[src/hdl/ssl_pkg.sv]
`default_nettype none

package ssl_pkg;

  localparam int MAX_SERVOS = 8;
  localparam int IDX_W      = 3;
  localparam int CNT_W      = 4;
  localparam int DEG_W      = 8;
  localparam int ANG_W      = 13;
  localparam int STEP_W     = 8;
  localparam int PACK_W     = 64;
  localparam int CFG_IDX_W  = 3;
  localparam int UPC_W      = 3;

  typedef logic [IDX_W-1:0]  idx_t;
  typedef logic [CNT_W-1:0]  cnt_t;
  typedef logic [DEG_W-1:0]  deg_t;
  typedef logic [ANG_W-1:0]  ang_t;
  typedef logic [STEP_W-1:0] step_t;
  typedef logic [PACK_W-1:0] pack_t;
  typedef logic [UPC_W-1:0]  upc_t;

  typedef enum logic [CFG_IDX_W-1:0] {
    CFG_SERVO_COUNT    = 3'd0,
    CFG_HAND_FIRST     = 3'd1,
    CFG_ARM_STEP       = 3'd2,
    CFG_HAND_STEP      = 3'd3,
    CFG_MIN_ANGLES     = 3'd4,
    CFG_MAX_ANGLES     = 3'd5,
    CFG_INITIAL_ANGLES = 3'd6
  } cfg_reg_t;

  localparam cnt_t  RST_SERVO_COUNT = 4'd8;
  localparam cnt_t  RST_HAND_FIRST  = 4'd4;
  localparam step_t RST_ARM_STEP    = 8'd16;
  localparam step_t RST_HAND_STEP   = 8'd16;
  localparam pack_t RST_MIN_ANGLES  = 64'h0;
  localparam pack_t RST_MAX_ANGLES  = 64'hFFFF_FFFF_FFFF_FFFF;
  localparam pack_t RST_INIT_ANGLES = 64'h5A5A_5A5A_5A5A_5A5A;
  localparam deg_t  RST_TARGET      = 8'd90;
  localparam ang_t  RST_CURRENT     = 13'd1456;
  localparam ang_t  ANG_LIMIT       = 13'd4096;

  typedef enum logic [1:0] {
    OP_TICK    = 2'd0,
    OP_SET     = 2'd1,
    OP_BIAS    = 2'd2,
    OP_RESTART = 2'd3
  } op_t;

  typedef enum logic [2:0] {
    ACT_NOP     = 3'd0,
    ACT_SET     = 3'd1,
    ACT_BIAS    = 3'd2,
    ACT_RESTART = 3'd3,
    ACT_TICK    = 3'd4
  } action_t;

  typedef enum logic [1:0] {
    SEQ_DISPATCH   = 2'd0,
    SEQ_JUMP       = 2'd1,
    SEQ_SKIP_EMPTY = 2'd2,
    SEQ_LOOP       = 2'd3
  } seq_t;

  localparam upc_t UPC_IDLE      = 3'd0;
  localparam upc_t UPC_SET       = 3'd1;
  localparam upc_t UPC_BIAS      = 3'd2;
  localparam upc_t UPC_RESTART   = 3'd3;
  localparam upc_t UPC_TICK_INIT = 3'd4;
  localparam upc_t UPC_TICK_STEP = 3'd5;

  typedef struct packed {
    action_t action;
    seq_t    seq;
    logic    lim_all;
    upc_t    target;
  } uword_t;

  typedef struct packed {
    action_t action;
    logic    lim_all;
    logic    accept;
  } dp_ctrl_t;

  typedef struct packed {
    logic more;
    logic empty;
  } dp_stat_t;

  function automatic uword_t ucode_rom(input upc_t a);
    uword_t w;
    case (a)
      UPC_IDLE:      w = '{ACT_NOP,     SEQ_DISPATCH,   1'b0, UPC_IDLE};
      UPC_SET:       w = '{ACT_SET,     SEQ_JUMP,       1'b0, UPC_IDLE};
      UPC_BIAS:      w = '{ACT_BIAS,    SEQ_JUMP,       1'b0, UPC_IDLE};
      UPC_RESTART:   w = '{ACT_RESTART, SEQ_LOOP,       1'b1, UPC_RESTART};
      UPC_TICK_INIT: w = '{ACT_NOP,     SEQ_SKIP_EMPTY, 1'b0, UPC_IDLE};
      UPC_TICK_STEP: w = '{ACT_TICK,    SEQ_LOOP,       1'b0, UPC_TICK_STEP};
      default:       w = '{ACT_NOP,     SEQ_JUMP,       1'b0, UPC_IDLE};
    endcase
    return w;
  endfunction

  function automatic upc_t dispatch(input op_t op);
    upc_t a;
    case (op)
      OP_TICK:    a = UPC_TICK_INIT;
      OP_SET:     a = UPC_SET;
      OP_BIAS:    a = UPC_BIAS;
      OP_RESTART: a = UPC_RESTART;
      default:    a = UPC_IDLE;
    endcase
    return a;
  endfunction

  function automatic deg_t get_byte(input pack_t w, input idx_t i);
    return w[{i, 3'b000} +: DEG_W];
  endfunction

  function automatic deg_t clamp_angle(input logic signed [DEG_W+1:0] v,
                                       input deg_t lo, input deg_t hi);
    deg_t r;
    if (v < $signed({2'b00, lo})) begin
      r = lo;
    end else if (v > $signed({2'b00, hi})) begin
      r = hi;
    end else begin
      r = v[DEG_W-1:0];
    end
    return r;
  endfunction

endpackage

`default_nettype wire

[src/hdl/servo_slew_limiter.sv]
`default_nettype none

// channel  | ports                                              | handshake
// input    | in_operation in_servo_index in_target_angle ...    | start & !busy
// result   | out_servo_number out_current_angle out_last        | out_valid strobe
// config   | cfg_index cfg_data                                 | cfg_valid & cfg_ready
//
// restart does one servo per step for all servos, not only active ones; tick runs an init
// step, then one per active servo (at most 8); the loop index visits one servo per cycle
// results appear in the cycle after their step, one per cycle, last marked
// synchronous active-low reset loads register defaults, targets 90 and angles 1456
// cfg_ready is always high; the result side cannot stall

module servo_slew_limiter (
  input  wire logic              clk,
  input  wire logic              rst_n,
  input  wire logic              start,
  output logic                   busy,
  input  wire logic [1:0]        in_operation,
  input  wire logic [2:0]        in_servo_index,
  input  wire logic [7:0]        in_target_angle,
  input  wire logic signed [7:0] in_bias_angle,
  output logic                   out_valid,
  output logic [2:0]             out_servo_number,
  output logic [12:0]            out_current_angle,
  output logic                   out_last,
  input  wire logic              cfg_valid,
  output logic                   cfg_ready,
  input  wire logic [2:0]        cfg_index,
  input  wire logic [63:0]       cfg_data
);

  ssl_pkg::dp_ctrl_t ctrl;
  ssl_pkg::dp_stat_t stat;

  assign cfg_ready = 1'b1;

  ssl_seq u_seq (
    .clk       (clk),
    .rst_n     (rst_n),
    .start     (start),
    .operation (in_operation),
    .stat      (stat),
    .busy      (busy),
    .ctrl      (ctrl)
  );

  ssl_dp u_dp (
    .clk               (clk),
    .rst_n             (rst_n),
    .ctrl              (ctrl),
    .stat              (stat),
    .servo_index       (in_servo_index),
    .target_angle      (in_target_angle),
    .bias_angle        (in_bias_angle),
    .cfg_valid         (cfg_valid),
    .cfg_index         (cfg_index),
    .cfg_data          (cfg_data),
    .out_valid         (out_valid),
    .out_servo_number  (out_servo_number),
    .out_current_angle (out_current_angle),
    .out_last          (out_last)
  );

endmodule

`default_nettype wire

[src/hdl/ssl_seq.sv]
`default_nettype none

module ssl_seq (
  input  wire logic              clk,
  input  wire logic              rst_n,
  input  wire logic              start,
  input  wire logic [1:0]        operation,
  input  wire ssl_pkg::dp_stat_t stat,
  output logic                   busy,
  output ssl_pkg::dp_ctrl_t      ctrl
);

  ssl_pkg::upc_t   upc_r;
  ssl_pkg::upc_t   upc_nxt;
  ssl_pkg::uword_t word;

  assign word = ssl_pkg::ucode_rom(upc_r);
  assign busy = (upc_r != ssl_pkg::UPC_IDLE);

  always_comb begin
    ctrl.action  = word.action;
    ctrl.lim_all = word.lim_all;
    ctrl.accept  = start && (upc_r == ssl_pkg::UPC_IDLE);
  end

  always_comb begin
    case (word.seq)
      ssl_pkg::SEQ_DISPATCH:
        upc_nxt = start ? ssl_pkg::dispatch(ssl_pkg::op_t'(operation)) : upc_r;
      ssl_pkg::SEQ_JUMP:
        upc_nxt = word.target;
      ssl_pkg::SEQ_SKIP_EMPTY:
        upc_nxt = stat.empty ? ssl_pkg::UPC_IDLE : upc_r + ssl_pkg::upc_t'(1);
      ssl_pkg::SEQ_LOOP:
        upc_nxt = stat.more ? word.target : ssl_pkg::UPC_IDLE;
      default:
        upc_nxt = ssl_pkg::UPC_IDLE;
    endcase
  end

  always_ff @(posedge clk) begin
    if (!rst_n) begin
      upc_r <= ssl_pkg::UPC_IDLE;
    end else begin
      upc_r <= upc_nxt;
    end
  end

endmodule

`default_nettype wire

[src/hdl/ssl_dp.sv]
`default_nettype none

module ssl_dp (
  input  wire logic                  clk,
  input  wire logic                  rst_n,
  input  wire ssl_pkg::dp_ctrl_t     ctrl,
  output ssl_pkg::dp_stat_t          stat,
  input  wire logic [2:0]            servo_index,
  input  wire logic [7:0]            target_angle,
  input  wire logic signed [7:0]     bias_angle,
  input  wire logic                  cfg_valid,
  input  wire logic [2:0]            cfg_index,
  input  wire logic [63:0]           cfg_data,
  output logic                       out_valid,
  output logic [2:0]                 out_servo_number,
  output logic [12:0]                out_current_angle,
  output logic                       out_last
);

  ssl_pkg::cnt_t  servo_count_r;
  ssl_pkg::cnt_t  hand_first_r;
  ssl_pkg::step_t arm_step_r;
  ssl_pkg::step_t hand_step_r;
  ssl_pkg::pack_t min_angles_r;
  ssl_pkg::pack_t max_angles_r;
  ssl_pkg::pack_t init_angles_r;

  ssl_pkg::deg_t  target_r  [ssl_pkg::MAX_SERVOS];
  ssl_pkg::ang_t  current_r [ssl_pkg::MAX_SERVOS];

  ssl_pkg::idx_t  idx_r;
  ssl_pkg::idx_t  lat_idx_r;
  ssl_pkg::deg_t  lat_tgt_r;
  logic signed [7:0] lat_bias_r;

  logic           out_valid_r;
  ssl_pkg::idx_t  out_num_r;
  ssl_pkg::ang_t  out_ang_r;
  logic           out_last_r;

  ssl_pkg::cnt_t  active_n;
  ssl_pkg::cnt_t  idx_p1;
  logic           lat_in_range;
  logic signed [ssl_pkg::DEG_W+1:0] bias_sum;
  ssl_pkg::deg_t  lo_byte;
  ssl_pkg::deg_t  hi_byte;
  ssl_pkg::deg_t  init_byte;
  ssl_pkg::step_t step;
  ssl_pkg::ang_t  goal;
  ssl_pkg::ang_t  cur;
  ssl_pkg::ang_t  gap;
  ssl_pkg::ang_t  step_w;
  ssl_pkg::ang_t  cur_nxt;

  logic           tgt_we;
  ssl_pkg::idx_t  tgt_wa;
  ssl_pkg::deg_t  tgt_wd;
  logic           cur_we;
  ssl_pkg::ang_t  cur_wd;

  assign active_n = (servo_count_r > ssl_pkg::cnt_t'(ssl_pkg::MAX_SERVOS)) ?
                    ssl_pkg::cnt_t'(ssl_pkg::MAX_SERVOS) : servo_count_r;
  assign idx_p1   = {1'b0, idx_r} + ssl_pkg::cnt_t'(1);

  always_comb begin
    stat.empty = (active_n == '0);
    stat.more  = ctrl.lim_all ? (idx_p1 < ssl_pkg::cnt_t'(ssl_pkg::MAX_SERVOS))
                              : (idx_p1 < active_n);
  end

  // set and bias path
  assign lat_in_range = ({1'b0, lat_idx_r} < active_n);
  assign lo_byte      = ssl_pkg::get_byte(min_angles_r, lat_idx_r);
  assign hi_byte      = ssl_pkg::get_byte(max_angles_r, lat_idx_r);
  assign bias_sum     = $signed({2'b00, target_r[lat_idx_r]})
                      + $signed({{2{lat_bias_r[7]}}, lat_bias_r});
  assign init_byte    = ssl_pkg::get_byte(init_angles_r, idx_r);

  // tick path
  assign step    = ({1'b0, idx_r} < hand_first_r) ? arm_step_r : hand_step_r;
  assign step_w  = {5'b0, step};
  assign goal    = {1'b0, target_r[idx_r], 4'b0000};
  assign cur     = current_r[idx_r];
  assign gap     = (cur > goal) ? (cur - goal) : (goal - cur);
  assign cur_nxt = (gap >= step_w) ? ((goal > cur) ? (cur + step_w) : (cur - step_w)) : goal;

  always_comb begin
    tgt_we = 1'b0;
    tgt_wa = lat_idx_r;
    tgt_wd = lat_tgt_r;
    cur_we = 1'b0;
    cur_wd = cur_nxt;
    case (ctrl.action)
      ssl_pkg::ACT_SET: begin
        tgt_we = lat_in_range;
        tgt_wd = ssl_pkg::clamp_angle($signed({2'b00, lat_tgt_r}), lo_byte, hi_byte);
      end
      ssl_pkg::ACT_BIAS: begin
        tgt_we = lat_in_range;
        tgt_wd = ssl_pkg::clamp_angle(bias_sum, lo_byte, hi_byte);
      end
      ssl_pkg::ACT_RESTART: begin
        tgt_we = 1'b1;
        tgt_wa = idx_r;
        tgt_wd = init_byte;
        cur_we = 1'b1;
        cur_wd = {({1'b0, init_byte} + 9'd1), 4'b0000};
      end
      ssl_pkg::ACT_TICK: begin
        cur_we = 1'b1;
      end
      default: begin
      end
    endcase
  end

  always_ff @(posedge clk) begin
    if (!rst_n) begin
      servo_count_r <= ssl_pkg::RST_SERVO_COUNT;
      hand_first_r  <= ssl_pkg::RST_HAND_FIRST;
      arm_step_r    <= ssl_pkg::RST_ARM_STEP;
      hand_step_r   <= ssl_pkg::RST_HAND_STEP;
      min_angles_r  <= ssl_pkg::RST_MIN_ANGLES;
      max_angles_r  <= ssl_pkg::RST_MAX_ANGLES;
      init_angles_r <= ssl_pkg::RST_INIT_ANGLES;
    end else if (cfg_valid) begin
      case (ssl_pkg::cfg_reg_t'(cfg_index))
        ssl_pkg::CFG_SERVO_COUNT:    servo_count_r <= cfg_data[3:0];
        ssl_pkg::CFG_HAND_FIRST:     hand_first_r  <= cfg_data[3:0];
        ssl_pkg::CFG_ARM_STEP:       arm_step_r    <= cfg_data[7:0];
        ssl_pkg::CFG_HAND_STEP:      hand_step_r   <= cfg_data[7:0];
        ssl_pkg::CFG_MIN_ANGLES:     min_angles_r  <= cfg_data;
        ssl_pkg::CFG_MAX_ANGLES:     max_angles_r  <= cfg_data;
        ssl_pkg::CFG_INITIAL_ANGLES: init_angles_r <= cfg_data;
        default: begin
        end
      endcase
    end
  end

  always_ff @(posedge clk) begin
    if (!rst_n) begin
      for (int i = 0; i < ssl_pkg::MAX_SERVOS; i++) begin
        target_r[i]  <= ssl_pkg::RST_TARGET;
        current_r[i] <= ssl_pkg::RST_CURRENT;
      end
    end else begin
      if (tgt_we) begin
        target_r[tgt_wa] <= tgt_wd;
      end
      if (cur_we) begin
        current_r[idx_r] <= cur_wd;
      end
    end
  end

  // loop index
  always_ff @(posedge clk) begin
    if (!rst_n) begin
      idx_r <= '0;
    end else if (ctrl.accept) begin
      idx_r <= '0;
    end else if (ctrl.action == ssl_pkg::ACT_RESTART || ctrl.action == ssl_pkg::ACT_TICK) begin
      idx_r <= idx_r + ssl_pkg::idx_t'(1);
    end
  end

  always_ff @(posedge clk) begin
    if (ctrl.accept) begin
      lat_idx_r  <= servo_index;
      lat_tgt_r  <= target_angle;
      lat_bias_r <= bias_angle;
    end
  end

  always_ff @(posedge clk) begin
    if (!rst_n) begin
      out_valid_r <= 1'b0;
    end else begin
      out_valid_r <= (ctrl.action == ssl_pkg::ACT_TICK);
    end
  end

  always_ff @(posedge clk) begin
    if (ctrl.action == ssl_pkg::ACT_TICK) begin
      out_num_r  <= idx_r;
      out_ang_r  <= cur_nxt;
      out_last_r <= !stat.more;
    end
  end

  assign out_valid         = out_valid_r;
  assign out_servo_number  = out_num_r;
  assign out_current_angle = out_ang_r;
  assign out_last          = out_last_r;

  // checks
  a_valid_from_tick: assert property (@(posedge clk) disable iff (!rst_n)
    out_valid_r |-> $past(ctrl.action == ssl_pkg::ACT_TICK))
    else $error("result without tick step");

  a_last_ends_report: assert property (@(posedge clk) disable iff (!rst_n)
    (out_valid_r && out_last_r) |=> !out_valid_r)
    else $error("result right after last");

  a_angle_range: assert property (@(posedge clk) disable iff (!rst_n)
    out_valid_r |-> (out_ang_r <= ssl_pkg::ANG_LIMIT))
    else $error("angle out of range");

  a_number_in_count: assert property (@(posedge clk) disable iff (!rst_n)
    out_valid_r |-> ({1'b0, out_num_r} < active_n))
    else $error("servo number beyond count");

endmodule

`default_nettype wire
[config.mk]
export PLATFORM = sky130hd
export DESIGN_NAME = servo_slew_limiter
export DESIGN_NICKNAME = d
export VERILOG_FILES = /design/src/hdl/ssl_pkg.sv /design/src/hdl/servo_slew_limiter.sv /design/src/hdl/ssl_seq.sv /design/src/hdl/ssl_dp.sv
export SDC_FILE = /design/constraint.sdc
export NUM_CORES = 1
export LEC_CHECK = 0
export ABC_AREA = 1
export BUFFER_PORTS_ARGS = -buffer_cell sky130_fd_sc_hd__clkbuf_2
export CAP_MARGIN = 20
export CORE_MARGIN = 2
export CORE_UTILIZATION = 30
export CTS_CLUSTER_SIZE = 28
export DETAILED_ROUTE_END_ITERATION = 6
export HOLD_SLACK_MARGIN = 0.08
export SKIP_CTS_REPAIR_TIMING = 1
export SYNTH_ARGS = -nofsm -noshare
export SYNTH_HDL_FRONTEND = slang
export SYNTH_SLANG_ARGS = --single-unit
[constraint.sdc]
create_clock -name clk -period 5.5 [get_ports clk]
set_input_delay 0.55 -clock clk [delete_from_list [all_inputs] [get_ports clk]]
set_output_delay 0.55 -clock clk [all_outputs]
set_load 0.1 [all_outputs]
==> results of run 1 <==
cell usage after synthesis (all sizes together) (2+ instances only):
library cell | number | area share, %
nor3 | 7 | 0.17
a22o | 5 | 0.19
a221oi | 6 | 0.23
nand3 | 239 | 5.4
mux2i | 2 | 0.086
nand2 | 591 | 10
ha | 90 | 4.8
a22oi | 3 | 0.097
buf | 29 | 0.78
inv | 256 | 4.2
dfxtp | 229 | 20
nor2 | 528 | 8.9
o211ai | 15 | 0.48
and2 | 6 | 0.16
a21o | 3 | 0.097
a21oi | 139 | 3.0
o21a | 2 | 0.064
o21bai | 8 | 0.26
o221ai | 2 | 0.075
o22ai | 48 | 1.3
xor2 | 22 | 0.83
a211oi | 9 | 0.29
fa | 3 | 0.26
o21ai | 383 | 8.2
a21boi | 2 | 0.064
xnor2 | 10 | 0.38
o31ai | 2 | 0.064
nand3b | 5 | 0.21
a31oi | 16 | 0.43
clkbuf | 111 | 1.8
edfxtp | 204 | 26
clkinv | 11 | 0.18
nand4 | 27 | 0.75
layout make-up:
type | instances | share of cell area (%)
multi-input combinational | 2179 | 40.8
sequential | 433 | 39.5
clock buffer | 68 | 5.15
timing repair buffer | 210 | 5.12
tap | 1040 | 4.80
inverter | 267 | 3.75
clock inverter | 21 | 0.913
antenna | 1 | 0.00922
cell families (layout without fill, tap and decap cells):
logic type                 count (synthesis)  count (layout)  synth area share, %
and+or+nand+nor                         1405            1405                 25.7
AOI/OAI and AO/OA                        646             646                 15.0
DFF                                      433             433                 46.0
buffers and inverters                    407             566                 6.91
adders and majority gates                 93              93                 5.09
xor gates and xnor gates                  32              32                 1.20
muxes                                      2               2               0.0860
other                                      1               2               0.0161
path summary, 6_finish.rpt:
path	start	depth (start not counted)	slack [ps]	end
hold reg to reg	u_dp.init_angles_r[40]	2	450	u_dp.init_angles_r[40]
hold / removal	in_target_angle[0]	1	130	u_dp.lat_tgt_r[0]
setup reg to reg	flip-flop	25	480	u_dp.target_r[1][2]
setup / recovery	flip-flop	25	480	u_dp.target_r[1][2]
cell usage in the layout (no fill, tap or decap), drive strengths merged, types with 15 or more instances in the layout:
cell,netlist,routed
nand4,27,27
o211ai,15,15
o22ai,48,48
o21ai,383,383
dfxtp,229,229
clkbuf,111,179
nand2,591,591
a31oi,16,16
ha,90,90
nand3,239,239
buf,29,99
a21oi,139,139
nor2,528,528
edfxtp,204,204
inv,256,262
xor2,22,22
clkinv,11,19
state kept, by name, summed over array words and instances (netlist names), 4 cells and up, named ones only:
| register | flops |
|---|---|
| u_dp.max_angles_r | 64 |
| u_dp.init_angles_r | 64 |
| u_dp.lat_tgt_r | 8 |
| u_dp.out_current_angle | 13 |
| u_dp.min_angles_r | 64 |
| u_dp.hand_first_r | 4 |
| u_dp.lat_bias_r | 8 |
| u_dp.current_r | 104 |
| u_dp.servo_count_r | 4 |
| u_dp.target_r | 64 |
| u_dp.hand_step_r | 8 |
| u_dp.arm_step_r | 8 |
stage by stage:
step	setup WS [ps]	cell area (µm²)	hold WS, ps
6_report	485	27100	125
5_1_grt	-11.8	27100	106
4_1_cts	180	27000	99.3
3_5_place_dp	212	25400	437
3_3_place_gp	248	25300	432
2_1_floorplan	294	23300	424
routing by layer:
metal	track usage, %	wire (µm)	up-vias
met5	0	0	-
met4	6.21	2280	0
met3	2.92	5600	150
met2	31.2	35700	829
met1	26.3	34600	9952
li1	-	-	10400
report_power, final:
group	switching, mW	total (mW)	internal [mW]
Clock	1.42	3.39	1.97
Sequential	0.140	3.80	3.66
Combinational	5.79	8.63	2.84
Total	7.35	15.8	8.47
worst reg2reg max path: stages (launching register included):
cell      delay (ps)
dfxtp_1          320
inv_1            350
buf_4            230
nor2_1            40
o21ai_0          270
a21oi_1           80
a31oi_1          370
ha_1             230
a21oi_1           70
o21ai_0          240
a21oi_1          110
xnor2_1          400
ha_1             330
nand2_1           90
nor2_1            50
a211oi_1         200
nand2_1          100
nand3_1           70
nand2_1           50
nand2_1          230
inv_1            210
nand3_1          120
nand2_1           80
nand2_1           60
nand2_1          310
nor2_1           230
==> flow_summary.toml, run 1 <==
[status]
outcome = "completed"

[synthesis]
yosysUniqueCellTypes = 59
syn-instance-count = 3019
ys.flop_type = "dfxtp_1"
ys_ff_latch = 433
synth_enable_flop_cells = 204
synth_area_mm2 = 0.0233
syn_nets = 3204
async_flop_share_pct = 0
ys_warn_count = 0
syn_avg_cell_area_um2 = 7.72
seq_area_frac_synth_pct = 46.0

[floorplanning]
initial_core_util_pct = 30.2
rows = 102
io_pins = 112
dieArea_mm2 = 0.0799
die_h_um = 283
coreArea_mm2 = 0.0772
die_w_um = 283

[sta]
fin_crit_sh_pct = 91.2
skew_ps = 19.6
setup_viol = 0
tightest_slew_ps = 1110
fin_tns_setup_ps = 0
fmax_mhz = 199
finalHoldViolCount = 0
relSlewSlack_pct = 25.3
min_period_ps = 5020
slew_violations = 0

[drt]
drt-initial-drc-count = 1951
drt-total-wl_um = 78200
viasPerCell = 5.05
drc_errors = 0
wl_per_cell_um = 18.5
drt_first_pass_iters = 6
ant_nets = 0
vias = 21300

[worst_setup_path]
crit_family = "simple AND/OR/NAND/NOR gates"
cpMaxStageDelayCell = "xnor2_1"
critPathKind = "flip-flop to flip-flop"
cp-end-kind = "flip-flop"
path_max_fanout = 16
startpoint_type = "flip-flop"
path_common_cell = "nand2_1"
worst-path-buf-inv = 3
worstPathRequired_ps = 5930
slowest_delay_ps = 400
arrival_ps = 5450

[global_routing]
grt_pass1_vias = 19800
grt_usage_pct = 19.3
grt_max_degree = 99
grt.overflow.total = 0
grt_first_pass_wirelength_um = 118000
antenna_found_initial = 0

[final_layout]
multi_input_area_mm2 = 0.0111
register_area_mm2 = 0.0107
fill_cells = 8154
final_core_util_pct = 35.1
fin_cells = 4219
nNetsFinal = 3325
drive_gt1_share_pct = 11.7
area_delta_synth_final_pct = 16.5

[clock_network]
htree_levels = 2
clk_pin_slew_ps = 60
clockRootBuffer = "clkbuf_16"
clockBufferDepth = 3
cts.sinks = 433
numCtsBuffers = 49
clk_latency_ps = 610
cts_tree = "done"

[power]
vdd_drop_max_uv = 312
cellLeakagePower_nw = 11.6
power.density_mw_per_mm2 = 583
total_power_mw = 15.8

[place]
io_buffers = 110
routabilityCongestion = 0.918
placed_cells = 4125
hpwlAfterDp_um = 56400

[min_path]
worstHoldPathType = "input port to flip-flop"

[job]
cap_viol_max_count = 0
Power figures use the tool's default switching activity.
==> run 2, diff against run 1 <==
--- a/config.mk
+++ b/config.mk
@@ -5,7 +5,6 @@
 export SDC_FILE = /design/constraint.sdc
 export NUM_CORES = 1
 export LEC_CHECK = 0
-export ABC_AREA = 1
 export BUFFER_PORTS_ARGS = -buffer_cell sky130_fd_sc_hd__clkbuf_2
 export CAP_MARGIN = 20
 export CORE_MARGIN = 2
@@ -16,4 +15,6 @@
 export SKIP_CTS_REPAIR_TIMING = 1
 export SYNTH_ARGS = -nofsm -noshare
 export SYNTH_HDL_FRONTEND = slang
+export SYNTH_HIERARCHICAL = 1
 export SYNTH_SLANG_ARGS = --single-unit
+export TNS_END_PERCENT = 1
==> flow_summary.toml, run 2 <==
[power]
cellLeakagePower_nw = 10.3
vdd_drop_max_uv = 233
power.density_mw_per_mm2 = 313

[status]
outcome = "finished, violations left"
violations = "negative setup slack"

[synthesis]
yosysUniqueCellTypes = 80
netlist.area_leader.share_pct = 26.6
synth_area_mm2 = 0.0231
synth_enable_flop_cells = 204
ys_warn_count = 6
async_flop_share_pct = 0
synth_most_common_cell = "nand2_1"
ys.flop_type = "dfxtp_1"
syn_avg_cell_area_um2 = 9.92
seq_area_frac_synth_pct = 46.4
yosys.area.top_type = "edfxtp_1"
synth.area.top_cells = "edfxtp_1, dfxtp_1, mux4_2, nand2_1, ha_1"
ys_ff_latch = 433
synth_common_cells = "nand2_1, dfxtp_1, edfxtp_1"
syn_nets = 2509
syn-instance-count = 2325

[worst_setup_path]
startpoint_type = "flip-flop"
arrival_ps = 5890
path_common_cell = "buf_12"
crit_family = "compound AO/OA/AOI/OAI gates"
worst-path-buf-inv = 6
cp-end-kind = "flip-flop"
cp.depth = 25
cpMaxStageDelayCell = "mux4_2"
slowest_delay_ps = 520
path_max_fanout = 8
r2r_cells = 25
critPathKind = "flip-flop to flip-flop"
worstPathRequired_ps = 5810

[final_layout]
largest_register_ffs = 104
area_delta_synth_final_pct = 21.4
insertedDiodeCount = 0
mostFrequentLayoutCell = "nand2_1"
regMostFlops = "u_dp/current_r"
register_area_mm2 = 0.0107
layout_common_cells = "nand2_1, dfxtp_1, edfxtp_1, nor2_1, buf_4"
multi_input_area_mm2 = 0.0120
drive_gt1_share_pct = 22.5
nNetsFinal = 2709
final_core_util_pct = 36.8
fill_cells = 7658

[clock_network]
cts.sinks = 433
htree_levels = 2
clk_latency_ps = 590
clk_pin_slew_ps = 60
numCtsBuffers = 48
clockBufferDepth = 3
clockRootBuffer = "clkbuf_16"
cts_tree = "done"

[floorplanning]
io_pins = 112
die_h_um = 281
rows = 101
coreArea_mm2 = 0.0761
die_w_um = 281
initial_core_util_pct = 30.3
dieArea_mm2 = 0.0791

[drt]
vias = 18300
ant_nets = 0
drt-total-wl_um = 70900
viasPerCell = 5.09
drt-initial-drc-count = 1455
drc_errors = 0
drt_first_pass_iters = 7
wl_per_cell_um = 19.8

[global_routing]
grt_first_pass_wirelength_um = 107000
grt.overflow.total = 0
grt_max_degree = 89
grt_pass1_vias = 17500
antenna_found_initial = 9
grt_usage_pct = 17.8

[sta]
setup_ws_ps = -78.3
slew_violations = 0
fin_tns_setup_ps = -1410
min_period_ps = 5580
skew_ps = 16.5
tightest_slew_ps = 1150
setup_viol = 39
grt_setup_unrepaired = "yes"
fmax_mhz = 179
finalHoldViolCount = 0
fin_crit_sh_pct = 101
relSlewSlack_pct = 22.6

[place]
io_buffers = 110
hpwlAfterDp_um = 50200
routabilityCongestion = 0.911
pre_cts_ws_ps = -249

[min_path]
worstHoldPathType = "input port to flip-flop"
min_path_cells = 1

[job]
cap_viol_max_count = 0
-- run 2: changes by cell type after synthesis, sizes merged, moves of 27 or more --
cell    previous run  this run
nand3            239       142
inv              256        60
nor2             528       161
o21ai            383        61
a21oi            139        49
a21boi             2       116
mux2               0        27
o22ai             48         4
mux2i              2        72
nand2            591       535
mux4               0        92
-- run 2: final cells by class --
type | instances | area share (%)
Sequential cell | 433 | 38.3
Inverter | 60 | 0.804
Timing Repair Buffer | 285 | 7.47
Clock inverter | 22 | 0.956
Multi-Input combinational cell | 1697 | 42.9
Tap cell | 1030 | 4.60
Clock buffer | 62 | 4.96
-- run 2: final timing paths --
path                                       startpoint                    end  slack [ps]
worst max-delay path                        flip-flop   u_dp/current_r[6][8]         -80
worst min-delay path               in_target_angle[6]      u_dp/lat_tgt_r[6]         140
worst max register to register              flip-flop   u_dp/current_r[6][8]         -80
worst min register to register  u_dp/max_angles_r[51]  u_dp/max_angles_r[51]         460
-- run 2: cell families (layout without fill, tap and decap cells) --
kind of cell | Yosys count | after routing | share of synthesized area, %
buffers and inverters | 195 | 429 | 3.31
adders and majority gates | 92 | 92 | 5.09
and+or+nand+nor | 999 | 999 | 18.9
xor gates and xnor gates | 38 | 38 | 1.44
DFF | 433 | 433 | 46.4
other | 1 | 1 | 0.0163
muxes | 191 | 191 | 13.5
AOI/OAI and AO/OA | 376 | 376 | 11.3
-- run 2: power by group --
part,total [mW],switching [mW],leakage (nW),internal (mW)
registers,3.55,0.0694,3.68,3.49
clock network,3.38,1.33,0.822,2.05
logic,1.82,1.06,5.77,0.762
-- run 2: routing by layer --
layer,vias to the layer above,share of wire (%),track usage (%)
li1,8719,-,-
met1,8799,44,24.4
met2,580,45,27.5
met3,135,7.2,3.79
met4,18,3.3,6.49
met5,-,0.16,0
-- run 2: per-stage QoR --
| stage | cell area [µm²] | cells | total power, mW | hold WS, ps |
|---|---|---|---|---|
| after floorplan | 23200 | 2325 | 4.66 | 432 |
| after global routing | 28000 | 3589 | 9.12 | 120 |
| final | 28000 | 3589 | 8.76 | 136 |
| after global placement | 25700 | 3482 | 5.29 | 443 |
| after CTS | 27400 | 3566 | 8.68 | 104 |
| after detailed placement | 25700 | 3482 | 5.30 | 451 |
